[config.mk]
export PLATFORM = sky130hd
export DESIGN_NAME = cubic_bspline_point_eval_top
export DESIGN_NICKNAME = d
export VERILOG_FILES = /design/src/sv/cbs_pkg.sv /design/src/sv/cbs_seq.sv /design/src/sv/cbs_dp.sv /design/src/sv/cubic_bspline_point_eval_top.sv
export SDC_FILE = /design/constraint.sdc
export NUM_CORES = 2
export LEC_CHECK = 0
export ABC_AREA = 1
export BUFFER_PORTS_ARGS = -buffer_cell sky130_fd_sc_hd__buf_2
export CAP_MARGIN = 10
export CELL_PAD_IN_SITES_DETAIL_PLACEMENT = 0
export CELL_PAD_IN_SITES_GLOBAL_PLACEMENT = 1
export CORE_MARGIN = 3
export CORE_UTILIZATION = 30
export CTS_BUF_LIST = sky130_fd_sc_hd__clkbuf_16
export DETAILED_ROUTE_END_ITERATION = 6
export HOLD_SLACK_MARGIN = 0.05
export PLACE_DENSITY = 0.55
export SLEW_MARGIN = 20
export SYNTH_ARGS = -nofsm -noshare
export SYNTH_HDL_FRONTEND = slang
export SYNTH_SLANG_ARGS = --single-unit
[constraint.sdc]
create_clock -name i_clk -period 7.5 [get_ports i_clk]
set_input_delay 1.5 -clock i_clk [delete_from_list [all_inputs] [get_ports i_clk]]
set_output_delay 1.5 -clock i_clk [all_outputs]
set_load 0.1 [all_outputs]
[src/sv/cbs_pkg.sv]
// shared types, constants and the microcode table of the cubic b-spline evaluator
// no dependencies; used by cbs_seq, cbs_dp and cubic_bspline_point_eval_top
package cbs_pkg;

    localparam int CBS_STEPS = 100;     // default samples per segment
    localparam int CBS_PW    = 16;      // coordinate width
    localparam int CBS_KW    = 7;       // sample index width
    localparam int CBS_DEPTH = 4;       // control points in the window
    localparam int CBS_QW    = CBS_PW;  // quotient bits out of the divider
    localparam int CBS_SEQW  = 5;       // step counter width

    // program addresses
    localparam logic [CBS_SEQW-1:0] STEP_IDLE = CBS_SEQW'(0);
    localparam logic [CBS_SEQW-1:0] STEP_CHK  = CBS_SEQW'(1);
    localparam logic [CBS_SEQW-1:0] STEP_FIN  = CBS_SEQW'(20);

    typedef enum logic [2:0] {
        C_NEXT       = 3'd0,
        C_WAIT_START = 3'd1,
        C_SKIP_SHORT = 3'd2,
        C_WAIT_OUT   = 3'd3
    } t_cond;

    typedef enum logic [2:0] {
        A_K  = 3'd0,
        A_U  = 3'd1,
        A_P  = 3'd2,
        A_K2 = 3'd3,
        A_K3 = 3'd4,
        A_W0 = 3'd5,
        A_W1 = 3'd6,
        A_W2 = 3'd7
    } t_asel;

    typedef enum logic [2:0] {
        B_K  = 3'd0,
        B_U  = 3'd1,
        B_KM = 3'd2,
        B_PX = 3'd3,
        B_PY = 3'd4
    } t_bsel;

    typedef enum logic [3:0] {
        WR_NONE     = 4'd0,
        WR_K2       = 4'd1,
        WR_K3       = 4'd2,
        WR_W0       = 4'd3,
        WR_W1       = 4'd4,
        WR_W2       = 4'd5,
        WR_ACCX_LD  = 4'd6,
        WR_ACCX_ADD = 4'd7,
        WR_ACCY_LD  = 4'd8,
        WR_ACCY_ADD = 4'd9
    } t_wr;

    typedef enum logic [2:0] {
        D_NONE = 3'd0,
        D_INIT = 3'd1,
        D_EST  = 3'd2,
        D_REM  = 3'd3,
        D_FIX  = 3'd4
    } t_dop;

    typedef struct packed {
        logic                idle;
        t_cond               cond;
        logic [CBS_SEQW-1:0] target;
        t_asel               asel;
        t_bsel               bsel;
        logic [1:0]          pidx;
        t_wr                 wr;
        t_dop                dop;
        logic                out_wr;
    } t_uword;

    typedef struct packed {
        logic start;
        logic short_win;
        logic out_free;
    } t_stat;

    function automatic t_uword cbs_ucode(input logic [CBS_SEQW-1:0] step);
        t_uword uw;
        uw.idle   = 1'b0;
        uw.cond   = C_NEXT;
        uw.target = STEP_IDLE;
        uw.asel   = A_K;
        uw.bsel   = B_K;
        uw.pidx   = 2'd0;
        uw.wr     = WR_NONE;
        uw.dop    = D_NONE;
        uw.out_wr = 1'b0;
        case (step)
            5'd0: begin
                uw.idle = 1'b1;
                uw.cond = C_WAIT_START;
            end
            5'd1: begin
                // k*k; a short window goes straight to the result step
                uw.cond   = C_SKIP_SHORT;
                uw.target = STEP_FIN;
            end
            5'd2: begin
                uw.wr   = WR_K2;
                uw.asel = A_P;
            end
            5'd3: begin
                uw.wr   = WR_K3;
                uw.asel = A_U;
                uw.bsel = B_U;
            end
            5'd4: begin
                uw.asel = A_P;
                uw.bsel = B_U;
            end
            5'd5: begin
                uw.wr   = WR_W0;
                uw.asel = A_K2;
                uw.bsel = B_KM;
            end
            5'd6: begin
                uw.wr = WR_W1;
            end
            5'd7: begin
                uw.wr   = WR_W2;
                uw.asel = A_W0;
                uw.bsel = B_PX;
                uw.pidx = 2'd0;
            end
            5'd8: begin
                uw.wr   = WR_ACCX_LD;
                uw.asel = A_W1;
                uw.bsel = B_PX;
                uw.pidx = 2'd1;
            end
            5'd9: begin
                uw.wr   = WR_ACCX_ADD;
                uw.asel = A_W2;
                uw.bsel = B_PX;
                uw.pidx = 2'd2;
            end
            5'd10: begin
                uw.wr   = WR_ACCX_ADD;
                uw.asel = A_K3;
                uw.bsel = B_PX;
                uw.pidx = 2'd3;
            end
            5'd11: begin
                uw.wr   = WR_ACCX_ADD;
                uw.asel = A_W0;
                uw.bsel = B_PY;
                uw.pidx = 2'd0;
            end
            5'd12: begin
                uw.wr   = WR_ACCY_LD;
                uw.asel = A_W1;
                uw.bsel = B_PY;
                uw.pidx = 2'd1;
            end
            5'd13: begin
                uw.wr   = WR_ACCY_ADD;
                uw.asel = A_W2;
                uw.bsel = B_PY;
                uw.pidx = 2'd2;
            end
            5'd14: begin
                uw.wr   = WR_ACCY_ADD;
                uw.asel = A_K3;
                uw.bsel = B_PY;
                uw.pidx = 2'd3;
            end
            5'd15: begin
                uw.wr = WR_ACCY_ADD;
            end
            5'd16: begin
                uw.dop = D_INIT;
            end
            5'd17: begin
                uw.dop = D_EST;
            end
            5'd18: begin
                uw.dop = D_REM;
            end
            5'd19: begin
                uw.dop = D_FIX;
            end
            5'd20: begin
                uw.out_wr = 1'b1;
                uw.cond   = C_WAIT_OUT;
                uw.target = STEP_IDLE;
            end
            default: begin
                uw.cond   = C_WAIT_OUT;
                uw.target = STEP_IDLE;
            end
        endcase
        return uw;
    endfunction

endpackage

[src/sv/cbs_seq.sv]
// microcode sequencer: step counter and program table
// depends on cbs_pkg
module cbs_seq (
    input  logic            i_clk,
    input  logic            i_rst_n,
    input  cbs_pkg::t_stat  i_stat,
    output cbs_pkg::t_uword o_uw
);
    import cbs_pkg::*;

    logic [CBS_SEQW-1:0] r_step, n_step;
    t_uword              uw;

    assign uw   = cbs_ucode(r_step);
    assign o_uw = uw;

    always_comb begin
        n_step = CBS_SEQW'(r_step + 1'b1);
        case (uw.cond)
            C_NEXT: begin
                n_step = CBS_SEQW'(r_step + 1'b1);
            end
            C_WAIT_START: begin
                n_step = i_stat.start ? CBS_SEQW'(r_step + 1'b1) : r_step;
            end
            C_SKIP_SHORT: begin
                n_step = i_stat.short_win ? uw.target : CBS_SEQW'(r_step + 1'b1);
            end
            C_WAIT_OUT: begin
                n_step = i_stat.out_free ? uw.target : r_step;
            end
            default: begin
                n_step = STEP_IDLE;
            end
        endcase
    end

    always_ff @(posedge i_clk) begin
        if (!i_rst_n) begin
            r_step <= STEP_IDLE;
        end else begin
            r_step <= n_step;
        end
    end

endmodule

[src/sv/cbs_dp.sv]
// datapath: shared multiplier, basis weights, accumulators and two-lane reciprocal divider
// depends on cbs_pkg; driven by the control word of cbs_seq
module cbs_dp #(
    parameter int STEPS = cbs_pkg::CBS_STEPS
) (
    input  logic                               i_clk,
    input  cbs_pkg::t_uword                    i_uw,
    input  logic                               i_load,
    input  logic [cbs_pkg::CBS_KW-1:0]         i_sample_index,
    input  logic signed [cbs_pkg::CBS_PW-1:0]  i_win_x [cbs_pkg::CBS_DEPTH],
    input  logic signed [cbs_pkg::CBS_PW-1:0]  i_win_y [cbs_pkg::CBS_DEPTH],
    output logic signed [cbs_pkg::CBS_PW-1:0]  o_x,
    output logic signed [cbs_pkg::CBS_PW-1:0]  o_y
);
    import cbs_pkg::*;

    localparam longint S   = longint'(STEPS);
    localparam longint S3  = S * S * S;
    localparam longint DEN = 6 * S3;
    localparam longint C4  = 4 * S3;
    localparam longint DV  = 2 * DEN;
    localparam int SW   = $clog2(STEPS + 1);
    localparam int WW   = $clog2(DEN + 1);
    localparam int AW   = WW + 1;
    localparam int KMW  = $clog2(6 * STEPS + 1) + 1;
    localparam int BW   = (KMW > CBS_PW) ? KMW : CBS_PW;
    localparam int PW   = AW + BW;
    localparam int RW   = PW + 1;
    // the estimate drops the low TS bits of the magnitude; 2^(TS+2) <= DV
    localparam int TS   = $clog2(DV + 1) - 3;
    localparam int MHW  = RW - TS;
    localparam int FS   = MHW + 2;
    localparam longint RCP = (longint'(1) << (FS + TS)) / DV;
    localparam int RCW  = $clog2(RCP + 1);
    localparam int EW   = MHW + RCW;
    localparam int DVW  = $clog2(DV + 1);
    localparam int QVW  = CBS_QW + DVW;

    logic [CBS_KW-1:0]       r_k;
    logic [SW-1:0]           r_u;
    logic [WW-1:0]           r_k2, r_k3, r_w0, r_w1, r_w2;
    logic signed [PW-1:0]    r_p, r_acc_x, r_acc_y;
    logic [RW-1:0]           r_rx, r_ry;
    logic                    r_neg_x, r_neg_y;
    logic [CBS_QW-1:0]       r_q_x, r_q_y;

    logic [CBS_KW-1:0]       k_clamp;
    logic signed [AW-1:0]    mul_a;
    logic signed [BW-1:0]    mul_b;
    logic signed [BW-1:0]    km;
    logic signed [PW-1:0]    mul_p;
    logic signed [RW-1:0]    num_x, num_y;
    logic [EW-1:0]           est_x, est_y;
    logic [QVW-1:0]          qv_x, qv_y;

    // index beyond the segment end is held at the end point
    always_comb begin
        k_clamp = i_sample_index;
        if (int'(i_sample_index) > STEPS) begin
            k_clamp = CBS_KW'(STEPS);
        end
    end

    assign km = BW'(3 * int'(r_k) - 6 * STEPS);

    always_comb begin
        case (i_uw.asel)
            A_K:     mul_a = AW'(r_k);
            A_U:     mul_a = AW'(r_u);
            A_P:     mul_a = AW'(r_p);
            A_K2:    mul_a = AW'(r_k2);
            A_K3:    mul_a = AW'(r_k3);
            A_W0:    mul_a = AW'(r_w0);
            A_W1:    mul_a = AW'(r_w1);
            A_W2:    mul_a = AW'(r_w2);
            default: mul_a = '0;
        endcase
    end

    always_comb begin
        case (i_uw.bsel)
            B_K:     mul_b = BW'(r_k);
            B_U:     mul_b = BW'(r_u);
            B_KM:    mul_b = km;
            B_PX:    mul_b = BW'(i_win_x[i_uw.pidx]);
            B_PY:    mul_b = BW'(i_win_y[i_uw.pidx]);
            default: mul_b = '0;
        endcase
    end

    assign mul_p = PW'(mul_a) * PW'(mul_b);

    // 2N + D, then sign and magnitude into the divider
    assign num_x = (RW'(r_acc_x) <<< 1) + RW'(DEN);
    assign num_y = (RW'(r_acc_y) <<< 1) + RW'(DEN);

    // quotient estimate from the top bits times the reciprocal of 2D
    assign est_x = EW'(r_rx[RW-1:TS]) * EW'(RCP);
    assign est_y = EW'(r_ry[RW-1:TS]) * EW'(RCP);

    // estimate times 2D, a constant multiply
    assign qv_x = QVW'(r_q_x) * QVW'(DV);
    assign qv_y = QVW'(r_q_y) * QVW'(DV);

    always_ff @(posedge i_clk) begin
        if (i_load) begin
            r_k <= k_clamp;
            r_u <= SW'(STEPS - int'(k_clamp));
        end
        r_p <= mul_p;
        case (i_uw.wr)
            WR_K2:       r_k2    <= WW'(r_p);
            WR_K3:       r_k3    <= WW'(r_p);
            WR_W0:       r_w0    <= WW'(r_p);
            WR_W1:       r_w1    <= WW'(r_p + PW'(C4));
            WR_W2:       r_w2    <= WW'(DEN) - r_w0 - r_w1 - r_k3;
            WR_ACCX_LD:  r_acc_x <= r_p;
            WR_ACCX_ADD: r_acc_x <= r_acc_x + r_p;
            WR_ACCY_LD:  r_acc_y <= r_p;
            WR_ACCY_ADD: r_acc_y <= r_acc_y + r_p;
            default: begin
            end
        endcase
        case (i_uw.dop)
            D_INIT: begin
                r_neg_x <= num_x[RW-1];
                r_neg_y <= num_y[RW-1];
                r_rx    <= num_x[RW-1] ? RW'(-num_x) : RW'(num_x);
                r_ry    <= num_y[RW-1] ? RW'(-num_y) : RW'(num_y);
            end
            D_EST: begin
                r_q_x <= CBS_QW'(est_x >> FS);
                r_q_y <= CBS_QW'(est_y >> FS);
            end
            D_REM: begin
                r_rx <= r_rx - RW'(qv_x);
                r_ry <= r_ry - RW'(qv_y);
            end
            D_FIX: begin
                // estimate is the quotient or one below it
                if (r_rx >= RW'(DV)) begin
                    r_q_x <= CBS_QW'(r_q_x + 1'b1);
                end
                if (r_ry >= RW'(DV)) begin
                    r_q_y <= CBS_QW'(r_q_y + 1'b1);
                end
            end
            default: begin
            end
        endcase
    end

    // truncation toward zero: the magnitude quotient takes the sign back
    assign o_x = r_neg_x ? CBS_PW'(-r_q_x) : CBS_PW'(r_q_x);
    assign o_y = r_neg_y ? CBS_PW'(-r_q_y) : CBS_PW'(r_q_y);

endmodule

[src/sv/cubic_bspline_point_eval_top.sv]
// cubic b-spline point evaluator: a push beat gives no result
// evaluate with four points held: steps on one shared multiplier, then the init, estimate,
// remainder and fix steps of the reciprocal divider; the final step registers the result
// once the output is free and goes back to idle; fewer points skip to the final step
// reset clears the sequencer, the point count and the output valid
module cubic_bspline_point_eval_top #(
    parameter int STEPS = cbs_pkg::CBS_STEPS
) (
    input  logic                              i_clk,
    input  logic                              i_rst_n,
    input  logic                              i_valid,
    output logic                              o_stall,
    input  logic                              i_req_type,
    input  logic signed [cbs_pkg::CBS_PW-1:0] i_point_x,
    input  logic signed [cbs_pkg::CBS_PW-1:0] i_point_y,
    input  logic [cbs_pkg::CBS_KW-1:0]        i_sample_index,
    output logic                              o_valid,
    input  logic                              i_stall,
    output logic signed [cbs_pkg::CBS_PW-1:0] o_curve_x,
    output logic signed [cbs_pkg::CBS_PW-1:0] o_curve_y,
    output logic                              o_point_valid
);
    import cbs_pkg::*;

    localparam int HW = $clog2(CBS_DEPTH + 1);

    logic signed [CBS_PW-1:0] r_win_x [CBS_DEPTH];
    logic signed [CBS_PW-1:0] r_win_y [CBS_DEPTH];
    logic [HW-1:0]            r_held;
    logic                     r_full;
    logic                     r_out_valid;
    logic signed [CBS_PW-1:0] r_out_x, r_out_y;
    logic                     r_out_pv;

    t_uword                   uw;
    t_stat                    stat;
    logic                     take, push, start;
    logic signed [CBS_PW-1:0] dp_x, dp_y;

    assign o_stall = !uw.idle;
    assign take    = i_valid && !o_stall;
    assign push    = take && !i_req_type;
    assign start   = take && i_req_type;

    assign stat.start     = start;
    assign stat.short_win = !r_full;
    assign stat.out_free  = !r_out_valid || !i_stall;

    cbs_seq u_seq (
        .i_clk   (i_clk),
        .i_rst_n (i_rst_n),
        .i_stat  (stat),
        .o_uw    (uw)
    );

    cbs_dp #(
        .STEPS (STEPS)
    ) u_dp (
        .i_clk          (i_clk),
        .i_uw           (uw),
        .i_load         (start),
        .i_sample_index (i_sample_index),
        .i_win_x        (r_win_x),
        .i_win_y        (r_win_y),
        .o_x            (dp_x),
        .o_y            (dp_y)
    );

    // sliding window, oldest point in entry 0
    always_ff @(posedge i_clk) begin
        if (push) begin
            for (int i = 0; i < CBS_DEPTH - 1; i++) begin
                r_win_x[i] <= r_win_x[i+1];
                r_win_y[i] <= r_win_y[i+1];
            end
            r_win_x[CBS_DEPTH-1] <= i_point_x;
            r_win_y[CBS_DEPTH-1] <= i_point_y;
        end
    end

    always_ff @(posedge i_clk) begin
        if (!i_rst_n) begin
            r_held <= '0;
            r_full <= 1'b0;
        end else begin
            if (push && (r_held != HW'(CBS_DEPTH))) begin
                r_held <= HW'(r_held + 1'b1);
            end
            if (start) begin
                r_full <= (r_held == HW'(CBS_DEPTH));
            end
        end
    end

    always_ff @(posedge i_clk) begin
        if (!i_rst_n) begin
            r_out_valid <= 1'b0;
        end else if (uw.out_wr && stat.out_free) begin
            r_out_valid <= 1'b1;
        end else if (!i_stall) begin
            r_out_valid <= 1'b0;
        end
    end

    always_ff @(posedge i_clk) begin
        if (uw.out_wr && stat.out_free) begin
            r_out_x  <= r_full ? dp_x : '0;
            r_out_y  <= r_full ? dp_y : '0;
            r_out_pv <= r_full;
        end
    end

    assign o_valid       = r_out_valid;
    assign o_curve_x     = r_out_x;
    assign o_curve_y     = r_out_y;
    assign o_point_valid = r_out_pv;

    a_invalid_is_zero: assert property (@(posedge i_clk) disable iff (!i_rst_n)
        o_valid && !o_point_valid |-> o_curve_x == '0 && o_curve_y == '0)
        else $error("invalid result beat carries a nonzero point");

    a_held_bound: assert property (@(posedge i_clk) disable iff (!i_rst_n)
        r_held <= HW'(CBS_DEPTH))
        else $error("point count above window depth");

    a_eval_busy: assert property (@(posedge i_clk) disable iff (!i_rst_n)
        start |=> o_stall)
        else $error("evaluate taken without sequencer leaving idle");

    a_out_from_fin: assert property (@(posedge i_clk) disable iff (!i_rst_n)
        $rose(r_out_valid) |-> $past(uw.out_wr))
        else $error("result loaded outside the final program step");

endmodule

Yosys cells after proc, flatten, opt, wreduce, memory -nomap -nowiden. Cells that the tools add are included.

Bits in registers: 536. Bits in latches: 0. Bits in writable memories: 0. ROM bits: 0. Bits of input ports: 44. Output and inout port bits: 35. Logic and storage cells: 184. Memories: 0.

Add/sub/neg operators: 20. $mul: 6. Div/mod/pow operators: 0. Magnitude comparators: 4. Eq/ne operators: 54. Shift-type cells: 0. Mux-type cells: 36. Bitwise operators: 1. Reduce and logical (&&, ||, !) cells: 32.

Operator list (count): $pmux 24 s8 (1); $pmux 41 s2 (2); $pmux 40 s2 (2); $mux 16 (8); $add 41x24->41 const B (2); $ge 41x24->1 const B (2); $mux 41 (2); $neg 41->41 (2); $sub 41x40->41 (2); $add 40x40->40 (2); $pmux 16 s5 (1); $mul 20x20->38 const B (2); $bmux 16 s2 (2); $mul 16x16->32 const B (2); $pmux 16 s2 (2); $sub 23x23->23 (2); $eq 5x4->1 const B (8); $mul 24x16->40 (1); $pmux 4 s9 (1); $add 16x1->16 const B (2); $neg 16->16 (2); $eq 5x5->1 const B (5); $pmux 3 s4 (2); $add 23x23->23 const B (1); 41 further kinds (95).

Depth between registers and ports, before layout.
Depth after elaboration: 9. Mapped depth: 47. Mapped depth without buffers: 46.

Modules after synthesis. From an unflattened synthesis, not the netlist that was laid out.

Cells, all modules: 9720. Area, all modules: 80400.9 um^2.

By module, submodules not included: cbs_dp (times used 1, cells an instance 9305, area each 74176.1 um^2, sequential area each 10470.0 um^2); cubic_bspline_point_eval_top (times used 1, cells an instance 266, area each 5361.4 um^2, sequential area each 4934.7 um^2); cbs_seq (times used 1, cells an instance 149, area each 863.3 um^2, sequential area each 100.1 um^2).

Worst setup path after synthesis. No wires, ideal clock.

Kind: input port to flip-flop. Start: input port i_valid. End: register r_held[0]. Library setup time: 0.132 ns. Arrival: 7.935 ns. Required time: 7.368 ns. Path slack: -0.567 ns. Cell stages on the path: 5. Path through: nand2_1 nor2_1 nand2_1 o21ai_0 a21oi_1.

Word-level cells in the longest chain between the ends: 3.

Ends and longest elaborated chain: start: declaration (line cubic_bspline_point_eval_top.sv:11) `input logic i_valid,`; $logic_and 1x1->1 (line cubic_bspline_point_eval_top.sv:41) `assign take = i_valid && !o_stall;`; $logic_and 1x1->1 (line cubic_bspline_point_eval_top.sv:42) `assign push = take && !i_req_type;`; named net push (line cubic_bspline_point_eval_top.sv:37) `logic take, push, start;`; $logic_and 1x1->1 (line cubic_bspline_point_eval_top.sv:86) `if (push && (r_held != HW'(CBS_DEPTH))) begin`; end signal: assignment (line cubic_bspline_point_eval_top.sv:87) `r_held <= HW'(r_held + 1'b1);`; end: declaration (line cubic_bspline_point_eval_top.sv:29) `logic [HW-1:0] r_held;`.

The timed path passes the listed nets, and every way through them passes these cells. A chain may end at the register's enable or synchronous reset.

Final worst setup path.
Start: register u_seq.r_step[0]. End: register u_dp.r_p[38].

Word-level cells in the longest chain between the ends: 9. Elaborated cells between the ends (all ways): 46. Classes of those cells: mul (1); eq/ne (23); mux (11); bitwise (1); reduce/logical (10).

Ends and longest elaborated chain: start: declaration (line cbs_seq.sv:11) `logic [CBS_SEQW-1:0] r_step, n_step;`; start signal: assignment (line cbs_seq.sv:42) `r_step <= n_step;`; $eq 5x4->1 (line cbs_pkg.sv:93) `case (step)`; $reduce_or 2->1 (no line); $pmux 2 s3 (line cbs_pkg.sv:93); $not 2->3 (implied by the code) (line cbs_dp.sv:85, cbs_dp.sv:86); $bmux 16 s2, on equally long branches (line cbs_dp.sv:86, cbs_dp.sv:85); $mux 16, on equally long branches (2 in a row) (line cbs_dp.sv:86, cbs_dp.sv:85); $pmux 16 s5 (line cbs_dp.sv:81) `case (i_uw.bsel)`; $mul 24x16->40 * (line cbs_dp.sv:91) `assign mul_p = PW'(mul_a) * PW'(mul_b);`; named net u_dp.mul_p[38] (line cbs_dp.sv:51) `logic signed [PW-1:0] mul_p;`; end signal: assignment (line cbs_dp.sv:110) `r_p <= mul_p;`; end: declaration (line cbs_dp.sv:42) `logic signed [PW-1:0] r_p, r_acc_x, r_acc_y;`.

Mark *: on every way through the listed nets, which the timed path passes. The rest lies on a longest branch. The select of a mux whose other input is x is not followed.

==> impl_metrics.env <==
export IMPL_status="complete, but fails checks"
export IMPL_violations="negative setup slack"
export IMPL_drv_slew=0
export IMPL_cts_root_buf="clkbuf_16"
export IMPL_cp_arrival_ns=8.15
export IMPL_io_pins=79
export IMPL_ys_async_sr_fraction=0
export IMPL_ff_latch_area_mm2=0.01552
export IMPL_worstSetupStartpointType="register"
export IMPL_maxSlewHeadroom=0.3179
export IMPL_ant_nets=0
export IMPL_dpl_cell_area_mm2=0.08891
export IMPL_drc=0
export IMPL_yosys_warnings=0
export IMPL_drtIter0Drc=3851
export IMPL_htree_levels=3
export IMPL_post_drt_wl_per_cell_um=19.65
export IMPL_dieWidth_um=521.9
export IMPL_vias=65140
export IMPL_grt_pass1_vias=68190
export IMPL_design_area_mm2=0.09342
export IMPL_path_common_cell="fa_1"
export IMPL_avgSynthCellArea_um2=8.346
export IMPL_cts_buffer_depth=3
export IMPL_synth_edf_count=483
export IMPL_gp_congestion=0.8991
export IMPL_post_route_min_period_ns=7.572
export IMPL_dieArea_mm2=0.2724
export IMPL_finalSetupViolCount=1
export IMPL_worst_path_max_delay_cell="fa_1"
export IMPL_cap_violations=0
export IMPL_clock_latency_ns=0.72
export IMPL_crit_type="reg2reg"
export IMPL_die_y_um=521.9
export IMPL_firstDrtPassIters=6
export IMPL_synth_area_mm2=0.07986
export IMPL_required_ns=8.08
export IMPL_nets=12300
export IMPL_core_area_mm2=0.2637
export IMPL_numCtsBuffers=71
export IMPL_post_drt_via_cell_ratio=4.702
export IMPL_hold_violations=0
export IMPL_layout_drive_gt1_share=0.1235
export IMPL_finalNonFillerCells=13850
export IMPL_cts_tree="yes"
export IMPL_worst_path_largest_cell_delay_ns=0.53
export IMPL_grt_total_usage=0.1991
export IMPL_fillCellCount=27640
export IMPL_synthCells=9569
export IMPL_holdBufCountCts=0
export IMPL_place_port_buffers=78
export IMPL_crit_path_end_kind="register"
export IMPL_final_setup_skew_ns=0.06619
export IMPL_rsz0062_at_grt="true"
export IMPL_post_place_cells=13650
export IMPL_rows=188
export IMPL_yosysUniqueCellTypes=78
export IMPL_hp_class="reg2reg"
export IMPL_antenna_found_initial=4
export IMPL_fmax_ghz=0.1321
export IMPL_wl_um=272300
export IMPL_cp_max_fo=7
export IMPL_area_growth_pct=16.98
export IMPL_cts_sinks=533
export IMPL_clk_pin_slew_ns=0.07
export IMPL_fin_ws_ns=-0.07180
export IMPL_multi_input_area_mm2=0.05685
export IMPL_synth_seq_cells=533
export IMPL_place_hpwl_um=232300
export IMPL_tightest_slew_ns=1.021
export IMPL_finalCritPeriodShare=1.010
export IMPL_grt_overflow_total=0
export IMPL_yosysSeqAreaShare=0.1941
export IMPL_grt_pass1_wl_um=419100
export IMPL_ys_flop_type="edfxtp_1"
export IMPL_whs_ns=0.4391
export IMPL_grt_max_degree=132
export IMPL_r2r_setup_slack_ns=-0.07
export IMPL_initial_core_util=0.3029
worst max-delay path, delay by kind of cell, from the launching register on:
kind / cells / cell delay (ns)
AOI/OAI and AO/OA: 4 / 0.82
adders and majority gates: 8 / 3.44
buffers and inverters: 12 / 1.07
DFF: 1 / 0.39
and+or+nand+nor: 14 / 1.55
xor gates and xnor gates: 1 / 0.15
layer usage:
metal | routed length (um) | track usage
met1 | 130800 | 0.2821
met4 | 5837 | 0.04099
met3 | 8323 | 0.01548
met5 | 0 | 0
met2 | 127300 | 0.3318
synth_stat cells, drive strengths merged, types with 38 or more instances:
master  instances  area (um2)
a21o           38       285.3
a21oi         516        2582
a31oi          69       431.7
buf            91       609.3
clkbuf         45       168.9
dfxtp          50        1001
edfxtp        483       14500
fa            959       19200
ha           1021       12770
inv          2130        8010
nand2        1686        6444
nand3         339        1734
nand4          90       569.3
nor2          798        3173
nor3          100       526.8
o21ai         517        2618
o22ai          39       244.0
xnor2         128        1121
xor2          148        1296
cell families after synthesis:
family,synth area share
AND/OR/NAND/NOR,0.1649
buffers and inverters,0.1100
adder cells (fa/ha/maj),0.4004
AO/OA/AOI/OAI,0.1002
flip-flops,0.1941
XOR/XNOR,0.03027
other,0.00009404
cells in the final DEF, fill, tap and decap left out, types with 41 or more instances in the layout:
cell / Yosys / layout
inv_1: 2088 / 2066
nand2_1: 1656 / 1636
ha_1: 1021 / 1000
fa_1: 959 / 941
nor2_1: 758 / 727
buf_4: 11 / 616
a21oi_1: 516 / 485
edfxtp_1: 483 / 483
o21ai_0: 479 / 453
nand3_1: 333 / 320
xor2_1: 148 / 144
xnor2_1: 128 / 124
nor3_1: 96 / 90
nand4_1: 89 / 89
buf_2: 55 / 79
clkbuf_16: 0 / 77
a31oi_1: 69 / 61
inv_2: 37 / 52
dfxtp_1: 50 / 45
nor2_2: 28 / 44
o21ai_1: 30 / 41
sequential cells by signal, indices dropped and copies added, names as in the netlist, 40 cells and up:
signal and flops:
u_dp.r_ry 40, u_dp.r_p 40, r_win_x 64, u_dp.r_rx 40, r_win_y 64, u_dp.r_acc_y 40
u_dp.r_acc_x 40
layout make-up:
cell class / instances / area share
repair buffers: 760 / 0.06504
inverters: 2130 / 0.08652
flip-flops and latches: 533 / 0.1661
diodes: 1 / 0.00002679
clock inverters: 57 / 0.006871
well taps: 3515 / 0.04708
multi-input cells: 6784 / 0.6085
clock buffers: 74 / 0.01982
per-stage QoR:
step	setup TNS (ns)	utilization	setup WS (ns)
floorplan	0	-	0.1757
global placement	-4.478	0.3372	-0.4013
detailed placement	-5.338	0.3372	-0.4848
CTS	-0.2008	0.3496	-0.1328
global route	-2.848	0.3543	-0.3977
finish	-0.07180	0.3543	-0.07180
what timing repair did:
| item | in CTS | in global routing |
|---|---|---|
| resized for setup | 135 | 216 |
| pin swaps | 60 | 71 |
| cloned | 1 | 3 |
| endpoints found under the setup margin | 24 | 38 |
| buffers inserted | 28 | 41 |
| endpoints found under the hold margin | 0 | 0 |
path summary, 6_finish.rpt:
| kind | startpoint | to | cells after the start |
|---|---|---|---|
| setup / recovery | u_seq.r_step[0]$_SDFFE_PN0P_ | u_dp.r_p[38]$_DFF_P_ | 39 |
| hold / removal | r_win_x[16]$_DFFE_PP_ | r_win_x[32]$_DFFE_PP_ | 0 |
| setup reg to reg | u_seq.r_step[0]$_SDFFE_PN0P_ | u_dp.r_p[38]$_DFF_P_ | 39 |
| hold reg to reg | r_win_x[16]$_DFFE_PP_ | r_win_x[32]$_DFFE_PP_ | 0 |
Power is not shown: default switching activity piles up to over one toggle a cycle in this logic, so the estimate is an artifact.
